==> config.mk <==
export PLATFORM = sky130hd
export DESIGN_NAME = spi_master_tx_queue_cs_control_unit
export DESIGN_NICKNAME = d
export VERILOG_FILES = /design/src/hdl/smtqcs_pkg.sv /design/src/hdl/spi_master_tx_queue_cs_control_unit.sv /design/src/hdl/smtqcs_front.sv /design/src/hdl/smtqcs_back.sv
export SDC_FILE = /design/constraint.sdc
export NUM_CORES = 1
export LEC_CHECK = 0
export CAP_MARGIN = 20
export CORE_ASPECT_RATIO = 1.5
export CORE_MARGIN = 2
export CORE_UTILIZATION = 60
export CTS_BUF_LIST = sky130_fd_sc_hd__clkbuf_4
export CTS_CLUSTER_DIAMETER = 200
export DETAILED_ROUTE_END_ITERATION = 10
export DONT_BUFFER_PORTS = 1
export PLACE_DENSITY = 0.83
export SYNTH_ARGS = -nofsm -noshare
export SYNTH_HDL_FRONTEND = slang
export SYNTH_HIERARCHICAL = 1
export SYNTH_SLANG_ARGS = --single-unit
export TNS_END_PERCENT = 100
==> constraint.sdc <==
create_clock -name clk_i -period 4.95 [get_ports clk_i]
set_input_delay 0.2475 -clock clk_i [delete_from_list [all_inputs] [get_ports clk_i]]
set_output_delay 0.2475 -clock clk_i [all_outputs]
set_load 0.03 [all_outputs]
==> src/hdl/smtqcs_pkg.sv <==
package smtqcs_pkg;

  localparam int FifoDepth = 32;
  localparam int PtrW      = $clog2(FifoDepth);
  localparam int CntW      = $clog2(FifoDepth + 1);
  localparam int CmpW      = ((CntW > 8) ? CntW : 8) + 1;

  localparam logic [1:0] CfgCsActiveHigh   = 2'd0;
  localparam logic [1:0] CfgRxEnabled      = 2'd1;
  localparam logic [1:0] CfgTxQueueEnabled = 2'd2;

  localparam logic CmdSend  = 1'b0;
  localparam logic CmdEvent = 1'b1;

  typedef struct packed {
    logic       cmd;
    logic [7:0] data_byte;
    logic       first_of_string;
    logic [7:0] string_length;
    logic [7:0] received_byte;
  } req_t;

  typedef struct packed {
    logic       status;
    logic       shift_valid;
    logic [7:0] shift_byte;
    logic       cs_level;
    logic       rx_valid;
    logic [7:0] rx_byte;
    logic       done_pulse;
  } res_t;

  typedef struct packed {
    logic cs_active_high;
    logic rx_enabled;
    logic tx_queue_enabled;
  } cfg_t;

  // decoded operation handed from front to back
  typedef struct packed {
    logic       is_event;
    logic       first;
    logic       len_one;
    logic [7:0] len;
    logic [7:0] data_byte;
    logic [7:0] rx_byte;
  } op_t;

  typedef enum logic [2:0] {
    StIdle = 3'b001,
    StExec = 3'b010,
    StRead = 3'b100
  } back_state_e;

endpackage

==> src/hdl/spi_master_tx_queue_cs_control_unit.sv <==
// SPI master sequencing core: takes send elements and transfer-complete events, one result
// beat per input beat in order. Input beats land in a two-entry op queue, so the front keeps
// accepting while the back is busy or the output is stalled, until the queue is full. The back
// handles one op at a time: it captures an op, then executes it, passing through a read step
// when a completion pops the next byte from the 32-entry transmit FIFO, whose read port is
// registered. The FIFO needs no clearing pass after reset; only counted entries are read. Config
// writes are always ready and should be issued only when the block is idle.
module spi_master_tx_queue_cs_control_unit import smtqcs_pkg::*; (
  input  logic       clk_i,
  input  logic       rst_ni,
  input  logic       in_valid_i,
  output logic       in_stall_o,
  input  req_t       in_data_i,
  output logic       out_valid_o,
  input  logic       out_stall_i,
  output res_t       out_data_o,
  input  logic       cfg_valid_i,
  output logic       cfg_ready_o,
  input  logic [1:0] cfg_index_i,
  input  logic       cfg_data_i
);

  cfg_t cfg_q, cfg_d;
  logic op_valid, op_ready;
  op_t  op;

  assign cfg_ready_o = 1'b1;

  always_comb begin
    cfg_d = cfg_q;
    if (cfg_valid_i) begin
      case (cfg_index_i)
        CfgCsActiveHigh:   cfg_d.cs_active_high   = cfg_data_i;
        CfgRxEnabled:      cfg_d.rx_enabled       = cfg_data_i;
        CfgTxQueueEnabled: cfg_d.tx_queue_enabled = cfg_data_i;
        default: begin
          cfg_d = cfg_q;
        end
      endcase
    end
  end

  always_ff @(posedge clk_i or negedge rst_ni) begin
    if (!rst_ni) begin
      cfg_q.cs_active_high   <= 1'b0;
      cfg_q.rx_enabled       <= 1'b1;
      cfg_q.tx_queue_enabled <= 1'b1;
    end else begin
      cfg_q <= cfg_d;
    end
  end

  smtqcs_front u_front (
    .clk_i      (clk_i),
    .rst_ni     (rst_ni),
    .in_valid_i (in_valid_i),
    .in_stall_o (in_stall_o),
    .in_data_i  (in_data_i),
    .op_valid_o (op_valid),
    .op_ready_i (op_ready),
    .op_o       (op)
  );

  smtqcs_back u_back (
    .clk_i       (clk_i),
    .rst_ni      (rst_ni),
    .cfg_i       (cfg_q),
    .op_valid_i  (op_valid),
    .op_ready_o  (op_ready),
    .op_i        (op),
    .out_valid_o (out_valid_o),
    .out_stall_i (out_stall_i),
    .out_data_o  (out_data_o)
  );

endmodule

==> src/hdl/smtqcs_front.sv <==
module smtqcs_front import smtqcs_pkg::*; (
  input  logic clk_i,
  input  logic rst_ni,
  input  logic in_valid_i,
  output logic in_stall_o,
  input  req_t in_data_i,
  output logic op_valid_o,
  input  logic op_ready_i,
  output op_t  op_o
);

  op_t        op_in;
  op_t        q_mem [2];
  logic       wr_ptr_q, wr_ptr_d;
  logic       rd_ptr_q, rd_ptr_d;
  logic [1:0] cnt_q, cnt_d;
  logic       push, pop;

  // zero length counts as one byte
  always_comb begin
    op_in.is_event  = (in_data_i.cmd == CmdEvent);
    op_in.first     = in_data_i.first_of_string;
    op_in.len_one   = (in_data_i.string_length <= 8'd1);
    op_in.len       = (in_data_i.string_length == 8'd0) ? 8'd1 : in_data_i.string_length;
    op_in.data_byte = in_data_i.data_byte;
    op_in.rx_byte   = in_data_i.received_byte;
  end

  assign in_stall_o = (cnt_q == 2'd2);
  assign op_valid_o = (cnt_q != 2'd0);
  assign op_o       = q_mem[rd_ptr_q];
  assign push       = in_valid_i && !in_stall_o;
  assign pop        = op_valid_o && op_ready_i;

  always_comb begin
    wr_ptr_d = push ? !wr_ptr_q : wr_ptr_q;
    rd_ptr_d = pop ? !rd_ptr_q : rd_ptr_q;
    cnt_d    = cnt_q + {1'b0, push} - {1'b0, pop};
  end

  always_ff @(posedge clk_i) begin
    if (push) begin
      q_mem[wr_ptr_q] <= op_in;
    end
  end

  always_ff @(posedge clk_i or negedge rst_ni) begin
    if (!rst_ni) begin
      wr_ptr_q <= 1'b0;
      rd_ptr_q <= 1'b0;
      cnt_q    <= 2'd0;
    end else begin
      wr_ptr_q <= wr_ptr_d;
      rd_ptr_q <= rd_ptr_d;
      cnt_q    <= cnt_d;
    end
  end

endmodule

==> src/hdl/smtqcs_back.sv <==
module smtqcs_back import smtqcs_pkg::*; (
  input  logic clk_i,
  input  logic rst_ni,
  input  cfg_t cfg_i,
  input  logic op_valid_i,
  output logic op_ready_o,
  input  op_t  op_i,
  output logic out_valid_o,
  input  logic out_stall_i,
  output res_t out_data_o
);

  back_state_e     state_q, state_d;
  op_t             op_q;
  logic [7:0]      tx_mem [FifoDepth];
  logic [7:0]      rd_data_q;
  logic [PtrW-1:0] rd_ptr_q, rd_ptr_d;
  logic [PtrW-1:0] wr_ptr_q, wr_ptr_d;
  logic [CntW-1:0] count_q, count_d;
  logic            active_q, active_d;
  logic            rejected_q, rejected_d;
  logic            out_valid_q, out_valid_d;
  res_t            out_q, res;
  logic            out_free, load, mem_we;
  logic [CmpW-1:0] room;
  logic            rej, accept, fifo_full, fifo_empty, active_n;

  assign out_free   = !out_valid_q || !out_stall_i;
  assign op_ready_o = (state_q == StIdle);
  assign out_valid_o = out_valid_q;
  assign out_data_o  = out_q;
  assign room       = CmpW'(FifoDepth) - CmpW'(count_q);
  assign fifo_full  = (count_q == CntW'(FifoDepth));
  assign fifo_empty = (count_q == '0);

  always_comb begin
    state_d    = state_q;
    rd_ptr_d   = rd_ptr_q;
    wr_ptr_d   = wr_ptr_q;
    count_d    = count_q;
    active_d   = active_q;
    rejected_d = rejected_q;
    load       = 1'b0;
    mem_we     = 1'b0;
    res        = '0;
    rej        = 1'b0;
    accept     = 1'b0;
    active_n   = active_q;

    case (state_q)
      StIdle: begin
        if (op_valid_i) begin
          state_d = StExec;
        end
      end
      StExec: begin
        if (op_q.is_event && active_q && !fifo_empty) begin
          // byte still queued, fetch it first
          state_d = StRead;
        end else if (out_free) begin
          load    = 1'b1;
          state_d = StIdle;
          if (op_q.is_event) begin
            res.done_pulse = 1'b1;
            res.rx_valid   = cfg_i.rx_enabled;
            res.rx_byte    = cfg_i.rx_enabled ? op_q.rx_byte : 8'd0;
            active_n       = 1'b0;
          end else begin
            if (cfg_i.tx_queue_enabled) begin
              rej = (CmpW'(op_q.len) > room);
            end else begin
              rej = !op_q.len_one || active_q;
            end
            if (op_q.first) begin
              rejected_d = rej;
              accept     = !rej;
            end else begin
              accept = !rejected_q && cfg_i.tx_queue_enabled;
            end
            if (accept) begin
              if (!active_q) begin
                active_n         = 1'b1;
                res.shift_valid  = 1'b1;
                res.shift_byte   = op_q.data_byte;
              end else if (fifo_full) begin
                res.status = 1'b1;
              end else begin
                mem_we   = 1'b1;
                wr_ptr_d = (wr_ptr_q == PtrW'(FifoDepth - 1)) ? '0 : wr_ptr_q + 1'b1;
                count_d  = count_q + 1'b1;
              end
            end else begin
              res.status = 1'b1;
            end
          end
          active_d     = active_n;
          res.cs_level = active_n ? cfg_i.cs_active_high : !cfg_i.cs_active_high;
        end
      end
      StRead: begin
        if (out_free) begin
          load            = 1'b1;
          state_d         = StIdle;
          res.done_pulse  = 1'b1;
          res.rx_valid    = cfg_i.rx_enabled;
          res.rx_byte     = cfg_i.rx_enabled ? op_q.rx_byte : 8'd0;
          res.shift_valid = 1'b1;
          res.shift_byte  = rd_data_q;
          res.cs_level    = cfg_i.cs_active_high;
          rd_ptr_d = (rd_ptr_q == PtrW'(FifoDepth - 1)) ? '0 : rd_ptr_q + 1'b1;
          count_d  = count_q - 1'b1;
        end
      end
      default: begin
        state_d = StIdle;
      end
    endcase

    out_valid_d = load ? 1'b1 : (out_valid_q && out_stall_i);
  end

  // no writes happen on the pop path, so the read address stays coherent
  always_ff @(posedge clk_i) begin
    if (mem_we) begin
      tx_mem[wr_ptr_q] <= op_q.data_byte;
    end
    rd_data_q <= tx_mem[rd_ptr_q];
  end

  always_ff @(posedge clk_i) begin
    if (op_valid_i && op_ready_o) begin
      op_q <= op_i;
    end
    if (load) begin
      out_q <= res;
    end
  end

  always_ff @(posedge clk_i or negedge rst_ni) begin
    if (!rst_ni) begin
      state_q     <= StIdle;
      rd_ptr_q    <= '0;
      wr_ptr_q    <= '0;
      count_q     <= '0;
      active_q    <= 1'b0;
      rejected_q  <= 1'b0;
      out_valid_q <= 1'b0;
    end else begin
      state_q     <= state_d;
      rd_ptr_q    <= rd_ptr_d;
      wr_ptr_q    <= wr_ptr_d;
      count_q     <= count_d;
      active_q    <= active_d;
      rejected_q  <= rejected_d;
      out_valid_q <= out_valid_d;
    end
  end

endmodule

## Word-level counts from Yosys, hierarchy flattened

Memory sizes are Yosys's and may differ from the RTL's. A register that Yosys moved wholly into a read port is not among the register bits.
Index checks and enable logic that the tools add are counted.

| word-level totals | value |
|---|---|
| memories kept | 2 |
| RAM bits | 310 |
| bits in registers | 50 |
| word-level logic and storage cells | 143 |

| cells by class | value |
|---|---|
| mux-type cells | 58 |
| magnitude comparators | 2 |
| eq/ne operators | 17 |
| bitwise operators | 5 |
| $add $sub $neg | 7 |
| reduce and logical (&&, ||, !) cells | 32 |

Memory list:

| name | depth | width | rd ports | clocked after Yosys merged registers in | wr ports | line | RTL |
|---|---|---|---|---|---|---|---|
| u_back.tx_mem | 32 | 8 | 1 | 1 | 1 | smtqcs_back.sv:15 | `logic [7:0] tx_mem [FifoDepth];` |
| u_front.q_mem | 2 | 27 | 1 | 1 | 1 | smtqcs_front.sv:13 | `op_t q_mem [2];` |

Operators by type and width:

| kind | number |
|---|---|
| $mux W20 | 3 |
| $mux W6 | 7 |
| $pmux W20 S2 | 1 |
| $mux W1 | 33 |
| $mux W9 | 3 |
| $mux W8 | 2 |
| $pmux W6 S2 | 1 |
| $add A5 B1 Y5 const B | 2 |
| $eq A5 B5 Y1 const B | 2 |
| $logic_not A1 Y1 | 10 |
| $mux W10 | 1 |
| $mux W5 | 2 |
| $ne A2 B1 Y1 const B | 5 |
| $gt A8 B9 Y1 | 1 |
| $mux W3 | 3 |
| $pmux W3 S3 | 1 |
| $le A8 B1 Y1 const B | 1 |
| $logic_not A8 Y1 | 1 |
| $reduce_and A2 Y1 | 4 |
| $reduce_and A8 Y1 | 1 |
| $reduce_and A7 Y1 | 1 |
| $sub A6 B6 Y7 const A | 1 |
| $add A6 B1 Y6 const B | 1 |
| $eq A6 B6 Y1 const B | 1 |
| other kinds (19) | 33 |

## Depth between registers and ports, before layout

Gate-level depths: netlist of run 1.

| logic depth | value |
|---|---|
| word-level depth | 22 |
| depth in mapped cells | 12 |

## By module

Netlist of run 1, hierarchy kept.

Modules (own cells, without submodules):

| module | area each (um2) | times used | sequential area each (um2) | cells an instance |
|---|---|---|---|---|
| smtqcs_back | 13331.5 | 1 | 9840.7 | 689 |
| smtqcs_front | 2212.1 | 1 | 1721.7 | 112 |
| spi_master_tx_queue_cs_control_unit | 150.1 | 1 | 77.6 | 11 |

## Least setup slack after synthesis of run 1

OpenSTA, ideal clock, no wires.

| timing | value |
|---|---|
| path type | flip-flop to flip-flop |
| start | register u_back.count_q[0] |
| end | memory u_back.tx_mem[0][0] (enable) |
| stages on the path, launching flop included | 13 |
| clock period less this slack | 3.676 ns |
| setup slack | 1.274 ns |
| data required time | 4.580 ns |
| data arrival time | 3.306 ns |
| path through | dfrtp_1 inv_1 ha_1 or4b_1 buf_2 nand2_1 ha_1 a21oi_1 o21bai_1 o311ai_2 nor3b_4 nand2_1 nor2_1 |

| between the ends | value |
|---|---|
| cells in the longest elaborated chain, start to end | 20 |
| elaborated cells on any way between the ends | 26 |
| those cells by class | add/sub: 1; order compare: 1; eq/ne: 1; mux: 19; reduce/logical: 4 |

RTL lines:

| what | line | RTL |
|---|---|---|
| from (decl) | smtqcs_back.sv:19 | `logic [CntW-1:0] count_q, count_d;` |
| from (signal assigned) | smtqcs_back.sv:152 | `count_q <= count_d;` |
| $sub A6 B6 Y7 | smtqcs_back.sv:32 | `assign room = CmpW'(FifoDepth) - CmpW'(count_q);` |
| $gt A8 B9 Y1 | smtqcs_back.sv:70 | `rej = (CmpW'(op_q.len) > room);` |
| $mux W1 | smtqcs_back.sv:69 | `if (cfg_i.tx_queue_enabled) begin` |
| $mux W1 | smtqcs_back.sv:63 | `if (op_q.is_event) begin` |
| $mux W1 | smtqcs_back.sv:60 | `end else if (out_free) begin` |
| $mux W1 | smtqcs_back.sv:57 | `if (op_q.is_event && active_q && !fifo_empty) begin` |
| $mux W1 | smtqcs_back.sv:50 | `case (state_q)` |
| $logic_not A1 Y1 | smtqcs_back.sv:76 | `accept = !rej;` |
| [4 not listed] | - |  |
| $mux W1 | smtqcs_back.sv:50 |  |
| $mux W1 | smtqcs_back.sv:80 | `if (accept) begin` |
| $mux W1 | smtqcs_back.sv:63 |  |
| $mux W1 | smtqcs_back.sv:60 |  |
| $mux W1 * | smtqcs_back.sv:57 |  |
| $mux W1 * | smtqcs_back.sv:50 |  |
| $mux W1 * | smtqcs_back.sv:124 | `if (mem_we) begin` |
| $mux W1 (not written as such) * | smtqcs_back.sv:125 | `tx_mem[wr_ptr_q] <= op_q.data_byte;` |
| to (decl) | smtqcs_back.sv:15 |  |

Mark *: on every way between the ends. The rest lies on a longest branch, timed or not. The select of a mux whose other input is x is not followed.

## Worst setup path in the final report of run 1

| timing | value |
|---|---|
| start | register u_back.count_q[0] |
| end | memory u_back.tx_mem[12][2] (enable) |

The elaborated chain is that of the path after synthesis.

==> impl_metrics.toml, run 1 <==
[outcome]
status = "finished clean"

[global_route]
grt_max_degree = 52
antenna_found_initial = 2
grt_pass1_vias = 8632
track_usage_pct = 24.9
grt_pass1_wl_um = 49500
grt-ovfl-total = 0

[timing]
rsz0062_at_grt = "yes"
slew_headroom_pct = 26.3
fin_worst_skew_ns = 0.0608
period_share_pct = 95.3
setup_ws_ns = 0.233
tightest_slew_ns = 1.10
fmax_mhz = 212
setup_tns_ns = 0
min_period_ns = 4.72
final_hold_viol_count = 0
setup_viol = 0
timing.final.max_slew_violations = 0

[yosys]
async_flop_share_pct = 7.34
ys_warn_count = 6
syn-instance-count = 812
ys_ff_latch = 395
synthFlopType = "edfxtp_1"
syn_area_per_cell_um2 = 19.3
synthesis.nets = 870
syn-cell-area_um2 = 15700
synth_seq_area_share_pct = 74.2
synth_edf_count = 358
ys_types = 60

[placed_design]
place.port_buffers = 0
dp_hpwl_um = 20300
gp_congestion = 0.851
dp_slack_ns = 0.394

[floorplan]
dieHeight_um = 202
die_w_um = 136
die_area_um2 = 27500
start_util_pct = 60.9
io_pins = 58
rows = 72
core_area_um2 = 25800

[route]
wl_per_cell_um = 24.9
via_per_inst = 6.12
drc = 0
postRouteAntennaNets = 0
dr.pass1.iters = 5
via_count = 8065
drtIter0Drc = 867
wl_um = 32800

[final_layout]
nNetsFinal = 973
layout.cells.most_common = "edfxtp_1"
drive_above_1_share_pct = 28.8
layout_common_cells = "edfxtp_1 (358), clkbuf_4 (116), mux4_2 (80), nor2_1 (44), mux2_2 (37)"
syn_to_final_growth_pct = 12.1

[pwr]
p_switching_mw = 2.85
clkPwrFrac_pct = 25.9
vdd_drop_max_mv = 0.393
power_leakage_nw = 5.89
power_frac_comb_pct = 22.6
internal-power_mw = 6.49
power_density_nw_per_um2 = 531
seqPwrFrac_pct = 51.5
swShare_pct = 30.5

[setup_path]
critPathKind = "flop to flop"
arrival_ns = 5.07
max_stage_delay_ns = 0.75
cpMaxStageDelayCell = "nor2_1"
critPathTopFamily = "simple AND/OR/NAND/NOR gates"
crit_buf_inv = 1
required_ns = 5.30
worst_setup_path_start_kind = "flop"
cp_cell_sequence = "inv_1 > ha_1 > or4b_1 > nand2_1 > ha_1 > a21oi_1 > o21bai_1 > o311ai_2 > nor3b_4 > nand2_1 > nor2_1"
end_kind = "flop"
worstPathMaxFanout = 10

[clocking]
clkSinkCount = 395
cts-root-buf = "clkbuf_4"
cts_tree = "built"
htreeDepth = 3
cts_inserted_buffers = 85
clk_pin_slew_worst_paths_ns = 0.07
cts_setup_buffers = 0
clk_latency_ns = 0.74
clockBufferDepth = 3

[min_path]
hold_path.class = "primary input to flop"

[flow_run]
maxCapViolCount = 0
[per-stage QoR]
stage | total power, mW | utilization (%) | std cells | hold WS [ns] | area, um2
detailed placement | 6.94 | 62.4 | 1122 | -0.0471 | 16100
floorplan | 6.21 | - | 812 | -0.0481 | 15700
global route | 9.78 | 68.3 | 1317 | 0.0191 | 17600
finish | 9.34 | 68.3 | 1317 | 0.0747 | 17600
global placement | 6.87 | 62.4 | 1122 | -0.0473 | 16100
CTS | 9.38 | 68.1 | 1312 | 0.0155 | 17500
[power groups by stage]
| stage | sequential [mW] | clock (mW) | combinational (mW) |
|---|---|---|---|
| 2_1_floorplan | 4.82 | 0 | 1.39 |
| 3_3_place_gp | 4.88 | 0 | 2.00 |
| 3_5_place_dp | 4.90 | 0 | 2.04 |
| 4_1_cts | 4.83 | 2.47 | 2.09 |
| 5_1_grt | 4.86 | 2.64 | 2.27 |
| 6_report | 4.81 | 2.42 | 2.11 |
[cells in the mapped netlist (2+ instances only)]
cell type,n,area [um2]
a211oi_1,2,15.0
dfrtp_1,26,651
buf_1,4,15.0
nor3b_1,2,15.0
and3_1,4,25.0
dfxtp_1,8,160
o21ai_0,15,75.1
ha_1,23,288
buf_2,5,25.0
clkbuf_1,28,105
a22o_1,8,70.1
edfxtp_1,358,10800
o21bai_1,2,15.0
nor4_1,4,25.0
dfstp_2,3,78.8
nand2_1,34,128
mux2_1,2,22.5
nor3_1,8,40.0
and2_1,12,75.1
o211ai_1,3,22.5
inv_1,18,67.6
mux4_2,80,1800
nor2_1,46,173
nor2b_1,2,12.5
nand3_1,5,25.0
a21o_1,5,37.5
nand2b_1,4,25.0
xor2_1,6,52.6
mux2_2,37,417
a21oi_1,14,70.1
nand3b_1,8,60.1
xnor2_1,7,61.3
o31ai_1,2,15.0
[final cells by class]
type	count	area [um2]
Sequential cell	395	11600
Multi-Input combinational cell	360	3830
Fill cell	1644	8170
Timing Repair Buffer	55	558
Tap cell	333	417
Clock buffer	116	871
Antenna cell	3	7.51
Clock inverter	37	205
Inverter	18	67.6
[repair_timing]
action | CTS | global route
setup endpoints to repair | 0 | 21
hold buffers | 37 | 0
hold endpoints to repair | 102 | 0
gates resized for setup | 0 | 1
[routing by layer]
layer	wire length (um)	global-route usage, %	up-vias
met1	10900	28.5	4026
met2	18000	44.0	423
met5	0	0	-
li1	-	-	3511
met4	1460	11.7	0
met3	2460	5.69	105
[path summary, 6_finish.rpt]
kind / slack, ns / from / depth (start not counted) / to
worst max register to register: 0.23 / u_back/count_q[0] / 11 / u_back/tx_mem[12][2]
worst min-delay path: 0.07 / in_valid_i / 1 / u_front/q_mem[1][6]
min in group asynchronous: 0.10 / rst_ni / 3 / u_back/wr_ptr_q[0]
max in group asynchronous: 4.62 / rst_ni / 3 / u_back/rd_ptr_q[1]
worst max-delay path: 0.23 / u_back/count_q[0] / 11 / u_back/tx_mem[12][2]
worst min register to register: 0.47 / u_back/op_q[15] / 0 / u_back/tx_mem[28][7]
[cells by family (layout without fill, tap and decap cells)]
logic type | after synthesis | count (layout) | share of synthesized area, %
AO/OA/AOI/OAI | 60 | 60 | 2.62
XOR/XNOR | 13 | 13 | 0.726
adder cells (fa/ha/maj) | 24 | 24 | 1.96
buffers and inverters | 57 | 226 | 1.47
flip-flops | 395 | 395 | 74.2
multiplexers | 120 | 120 | 14.3
other | 1 | 4 | 0.0239
AND/OR/NAND/NOR | 142 | 142 | 4.69
[flip-flops by register name, summed over array words and instances, names as in the netlist, 2 cells and up]
register	count
cfg_q	3
u_back/count_q	6
u_back/op_q	27
u_back/out_data_o	21
u_back/rd_data_q	8
u_back/rd_ptr_q	5
u_back/state_q	3
u_back/tx_mem	256
u_back/wr_ptr_q	5
u_front/cnt_q	2
u_front/q_mem	54
Note: power is estimated with default switching activity, not from simulation.
==> inputs of run 2 (changes only) <==
- CAP_MARGIN: 20 -> 5
- PLACE_DENSITY: 0.83 -> 0.75
==> run 2 against run 1 <==
  * Maximum frequency is 2.6% higher
  * Clock power up 7%
  * Combinational power fell by 2%
  * Setup slack improved by 0.12 ns
  * Utilization rose by 0.15 points
  * Global-route usage is 0.16 points lower
  * Register-to-register slack better by 0.12 ns
  * Sequential power up 1%
  * Die area is the same
  * Sequential share of layout area shrank 0.14 points
  * Sequential cell count did not move
  * Largest cell class unchanged
  * Largest power group unchanged
  * Highest routed layer unchanged
==> impl_metrics.toml, run 2 (synthesized netlist as in run 1, its figures left out) <==
[setup_path]
required_ns = 5.27
arrival_ns = 4.92
max_stage_delay_ns = 0.70
critPathKind = "flop to flop"
worst_setup_path_start_kind = "flop"
crit_end = "u_back/tx_mem[12][2]"
worstPathMaxFanout = 10
crit_start = "u_back/count_q[0]"
reg2reg_slack_ns = 0.35
cpMaxStageDelayCell = "nor2_1"
worstReg2RegEnd = "u_back/tx_mem[12][2]"
end_kind = "flop"
reg2reg_from = "u_back/count_q[0]"
cp_cell_sequence = "inv_1 > ha_1 > or4b_1 > nand2_1 > ha_1 > a21oi_1 > o21bai_1 > o311ai_2 > nor3b_4 > nand2_1 > nor2_1"
reg2regPathDepth = 11

[final_layout]
nFillCells = 1674
top_regs = "u_back/tx_mem (256), u_front/q_mem (54), u_back/op_q (27)"
largest_reg_flops = 256
layout.cells.most_common = "edfxtp_1"
design_area_um2 = 17600
drive_above_1_share_pct = 28.6
multi_input_area_um2 = 3830
nNetsFinal = 968
layout_common_cells = "edfxtp_1 (358), clkbuf_4 (119), mux4_2 (80), nor2_1 (45), mux2_2 (37)"
ff_latch_area_um2 = 11600
largest-register = "u_back/tx_mem"
syn_to_final_growth_pct = 12.4
fin_util_pct = 68.5

[outcome]
status = "finished clean"

[timing]
slew_headroom_pct = 15.5
setup_viol = 0
rsz0062_at_grt = "no"
tightest_slew_ns = 1.27
timing.final.max_slew_violations = 0
min_period_ns = 4.60
fmax_mhz = 218
period_share_pct = 92.8
final_hold_viol_count = 0
fin_worst_skew_ns = 0.0569
setup_tns_ns = 0

[placed_design]
place_area_um2 = 16100
dp_hpwl_um = 20500
place.port_buffers = 0
gp_congestion = 0.935

[route]
drtIter0Drc = 650
wl_per_cell_um = 24.6
via_per_inst = 6.12
via_count = 8026
wl_um = 32200
postRouteAntennaNets = 0
drc = 0
dr.pass1.iters = 5

[floorplan]
die_w_um = 136
dieHeight_um = 202
core_area_um2 = 25800
io_pins = 58
die_area_um2 = 27500
start_util_pct = 60.9
rows = 72

[clocking]
ctsResizeCount = 0
clockBufferDepth = 3
cts_tree = "built"
clk_pin_slew_worst_paths_ns = 0.08
clk_latency_ns = 0.73
clkSinkCount = 395
htreeDepth = 3
cts-root-buf = "clkbuf_4"
cts_inserted_buffers = 84

[global_route]
track_usage_pct = 24.8
grt_pass1_wl_um = 49300
gr-usage-met3_pct = 5.12
grt_util_met2_pct = 44.4
grt_max_degree = 54
grt-ovfl-total = 0
grt_use_met1_pct = 28.7
grt_pass1_vias = 8655
busiest_layer = "met2"
antenna_found_initial = 2

[pwr]
p_total_mw = 9.52
seqPwrFrac_pct = 51.0
power_density_nw_per_um2 = 540
power_leakage_nw = 5.91
clkPwrFrac_pct = 27.3
p_switching_mw = 2.80
internal-power_mw = 6.72
vdd_drop_max_mv = 0.341
swShare_pct = 29.4
power_frac_comb_pct = 21.7

[min_path]
hold_path.class = "primary input to asynchronous set/reset pin"

[flow_run]
maxCapViolCount = 0
-- run 2: area by class of cell --
cell class                      count  area share (%)
Timing Repair Buffer               51            2.81
Antenna cell                        2          0.0284
Sequential cell                   395            66.0
Multi-Input combinational cell    360            21.7
Clock inverter                     33            1.63
Inverter                           18           0.383
Clock buffer                      119            5.07
Tap cell                          333            2.36
-- run 2: worst min-delay path by stage --
stage / to / start / cells after the start / slack, ns
2_1_floorplan: cfg_q[2] / rst_ni / 0 / -0.05
3_3_place_gp: cfg_q[2] / rst_ni / 0 / -0.05
3_5_place_dp: cfg_q[2] / rst_ni / 0 / -0.05
4_1_cts: u_back/wr_ptr_q[2] / rst_ni / 3 / 0.03
5_1_grt: u_back/wr_ptr_q[3] / rst_ni / 3 / 0.05
6_report: u_back/wr_ptr_q[2] / rst_ni / 3 / 0.08
-- run 2: metal layers --
| metal | up-vias | share of wire, % |
|---|---|---|
| li1 | 3490 | - |
| met1 | 4052 | 34 |
| met2 | 412 | 56 |
| met3 | 72 | 6.5 |
| met4 | 0 | 3.1 |
| met5 | - | 0 |
-- run 2: stage by stage --
step,instances,setup WS [ns],hold WS (ns)
6_report,1311,0.354,0.0772
5_1_grt,1311,0.0640,0.0470
4_1_cts,1309,0.336,0.0348
3_5_place_dp,1120,0.365,-0.0472
3_3_place_gp,1120,0.636,-0.0473
2_1_floorplan,812,1.27,-0.0481
-- run 2: power groups by stage --
| stage | Sequential [mW] | Clock (mW) | Combinational (mW) |
|---|---|---|---|
| after floorplan | 4.82 | 0 | 1.39 |
| after global placement | 4.90 | 0 | 1.97 |
| after detailed placement | 4.93 | 0 | 2.03 |
| after CTS | 4.86 | 2.67 | 2.07 |
| after global routing | 4.92 | 2.81 | 2.24 |
| final | 4.86 | 2.60 | 2.06 |
-- run 2: critical path, delay by kind of cell, from the launching register on --
kind	cells	cell delay, ns
flops	1	0.45
buf+inv	1	0.14
compound gates	3	0.69
simple gates	5	2.45
fa+ha+maj	2	0.50
-- run 2: what timing repair did --
| action | 4_1_cts | 5_1_grt |
|---|---|---|
| hold buffers | 37 | 0 |
| buffers inserted | 0 | 0 |
| endpoints found under the hold margin | 92 | 0 |
==> inputs of run 3 (changes only) <==
- CORE_UTILIZATION: 60 -> 55
- PLACE_DENSITY: 0.75 -> 0.69
==> run 3 against run 2 <==
  * Setup slack lost 0.14 ns
  * Sequential cell count is the same
  * Final area shrank 0.13%
  * Critical path depth is the same
  * Sequential share of layout area grew 0.089 points
  * Total power shrank 0.51%
  * Die area grew 8.9%
  * Maximum frequency shrank 3.0%
  * Routed wire length grew 7.5%
  * Combinational power grew 3%
  * Critical endpoint is now u_back/tx_mem[0][2]
==> impl_metrics.toml, run 3 (synthesized netlist as in run 1, its figures left out) <==
[global_route]
grt_pass1_vias = 8817
grt-ovfl-total = 0
grt_pass1_wl_um = 52000
antenna_found_initial = 2
track_usage_pct = 24.2
grt_max_degree = 52

[pwr]
vdd_drop_max_mv = 0.538
power_density_nw_per_um2 = 538
p_total_mw = 9.47
power_leakage_nw = 5.89

[clocking]
clkSinkCount = 395
ctsResizeCount = 0
cts_tree = "built"
hold_buffers = 37
clk_pin_slew_worst_paths_ns = 0.07
cts_setup_buffers = 0
cts-root-buf = "clkbuf_4"
clockBufferDepth = 3
clk_latency_ns = 0.75
cts_inserted_buffers = 89
htreeDepth = 3

[placed_design]
place.port_buffers = 0
gp_congestion = 0.905
dp_cells = 1134
dp_hpwl_um = 22000
dp_slack_ns = 0.350

[setup_path]
max_stage_delay_ns = 0.72
arrival_ns = 5.06
worst_setup_path_start_kind = "flop"
crit_buf_inv = 1
critPathKind = "flop to flop"
cp_cell_sequence = "inv_1 > ha_1 > or4b_1 > nand2_1 > ha_1 > a21oi_1 > o21bai_1 > o311ai_2 > nor3b_4 > nand2_1 > nor2_1"
end_kind = "flop"
critPathTopFamily = "simple AND/OR/NAND/NOR gates"
worstPathMaxFanout = 10
cpMaxStageDelayCell = "nor2_1"
required_ns = 5.28

[timing]
period_share_pct = 95.7
rsz0062_at_grt = "no"
setup_viol = 0
fmax_mhz = 211
slew_headroom_pct = 22.3
final_hold_viol_count = 0
min_period_ns = 4.74
tightest_slew_ns = 1.17
whs_ns = 0.0651
fin_worst_skew_ns = 0.0543
setup_tns_ns = 0
timing.final.max_slew_violations = 0
setup_ws_ns = 0.214

[route]
wl_per_cell_um = 26.0
via_count = 8148
via_per_inst = 6.12
drtIter0Drc = 678
wl_um = 34600
dr.pass1.iters = 4
drc = 0
postRouteAntennaNets = 0

[final_layout]
largest-register = "u_back/tx_mem"
syn_to_final_growth_pct = 12.2
drive_above_1_share_pct = 29.2
largest_reg_flops = 256
nNetsFinal = 974
ff_latch_area_um2 = 11600
layout.cells.most_common = "edfxtp_1"
nFillCells = 1938
multi_input_area_um2 = 3830
layout_common_cells = "edfxtp_1 (358), clkbuf_4 (122), mux4_2 (80), nor2_1 (45), mux2_2 (37)"
finalNonFillerCells = 1332
top_regs = "u_back/tx_mem (256), u_front/q_mem (54), u_back/op_q (27)"

[min_path]
hold_path.class = "primary input to asynchronous set/reset pin"

[floorplan]
core_area_um2 = 28100
start_util_pct = 55.9
dieHeight_um = 211
io_pins = 58
die_w_um = 142
die_area_um2 = 29900
rows = 75

[flow_run]
maxCapViolCount = 0

[outcome]
status = "finished clean"
run 3: through the flow:
| step | instance area, um2 | util, % |
|---|---|---|
| 3_5_place_dp | 16100 | 57.3 |
| 4_1_cts | 17600 | 62.8 |
| 2_1_floorplan | 15700 | - |
| 5_1_grt | 17600 | 62.8 |
| 3_3_place_gp | 16100 | 57.3 |
| 6_report | 17600 | 62.8 |
run 3: path summary, 6_finish.rpt:
kind / from / to / slack (ns) / cells past startpoint
max: u_back/count_q[0] / u_back/tx_mem[0][2] / 0.21 / 11
min: rst_ni / u_back/rd_ptr_q[0] / 0.07 / 3
max reg2reg: u_back/count_q[0] / u_back/tx_mem[0][2] / 0.21 / 11
min reg2reg: u_front/q_mem[0][13] / u_back/op_q[13] / 0.51 / 1
max in group asynchronous: rst_ni / u_back/wr_ptr_q[4] / 4.70 / 3
min in group clk_i: in_valid_i / u_front/q_mem[1][18] / 0.10 / 2
run 3: layer usage:
layer,routed length [um],global-route usage (%),vias to the layer above
li1,-,-,3504
met1,11400,25.6,4152
met2,19300,44.5,398
met3,2010,5.19,94
met4,1820,13.1,0
met5,0,0,-
run 3: tightest hold or removal path, stage by stage:
cell and delay, ns:
dlygate4sd3_1 0.59, buf_12 0.13, buf_12 0.18
run 3: power breakdown:
group | total, mW | switching, mW | internal (mW)
Combinational | 2.13 | 1.25 | 0.881
Clock | 2.48 | 1.22 | 1.26
Sequential | 4.86 | 0.452 | 4.41
run 3: layout make-up:
class                   instances  share of cell area, %
repair buffers                 52                   2.86
flip-flops and latches        395                   66.1
multi-input cells             360                   21.7
diodes                          2                 0.0284
clock buffers                 122                   5.20
clock inverters                37                   1.24
inverters                      18                  0.384
well taps                     346                   2.46
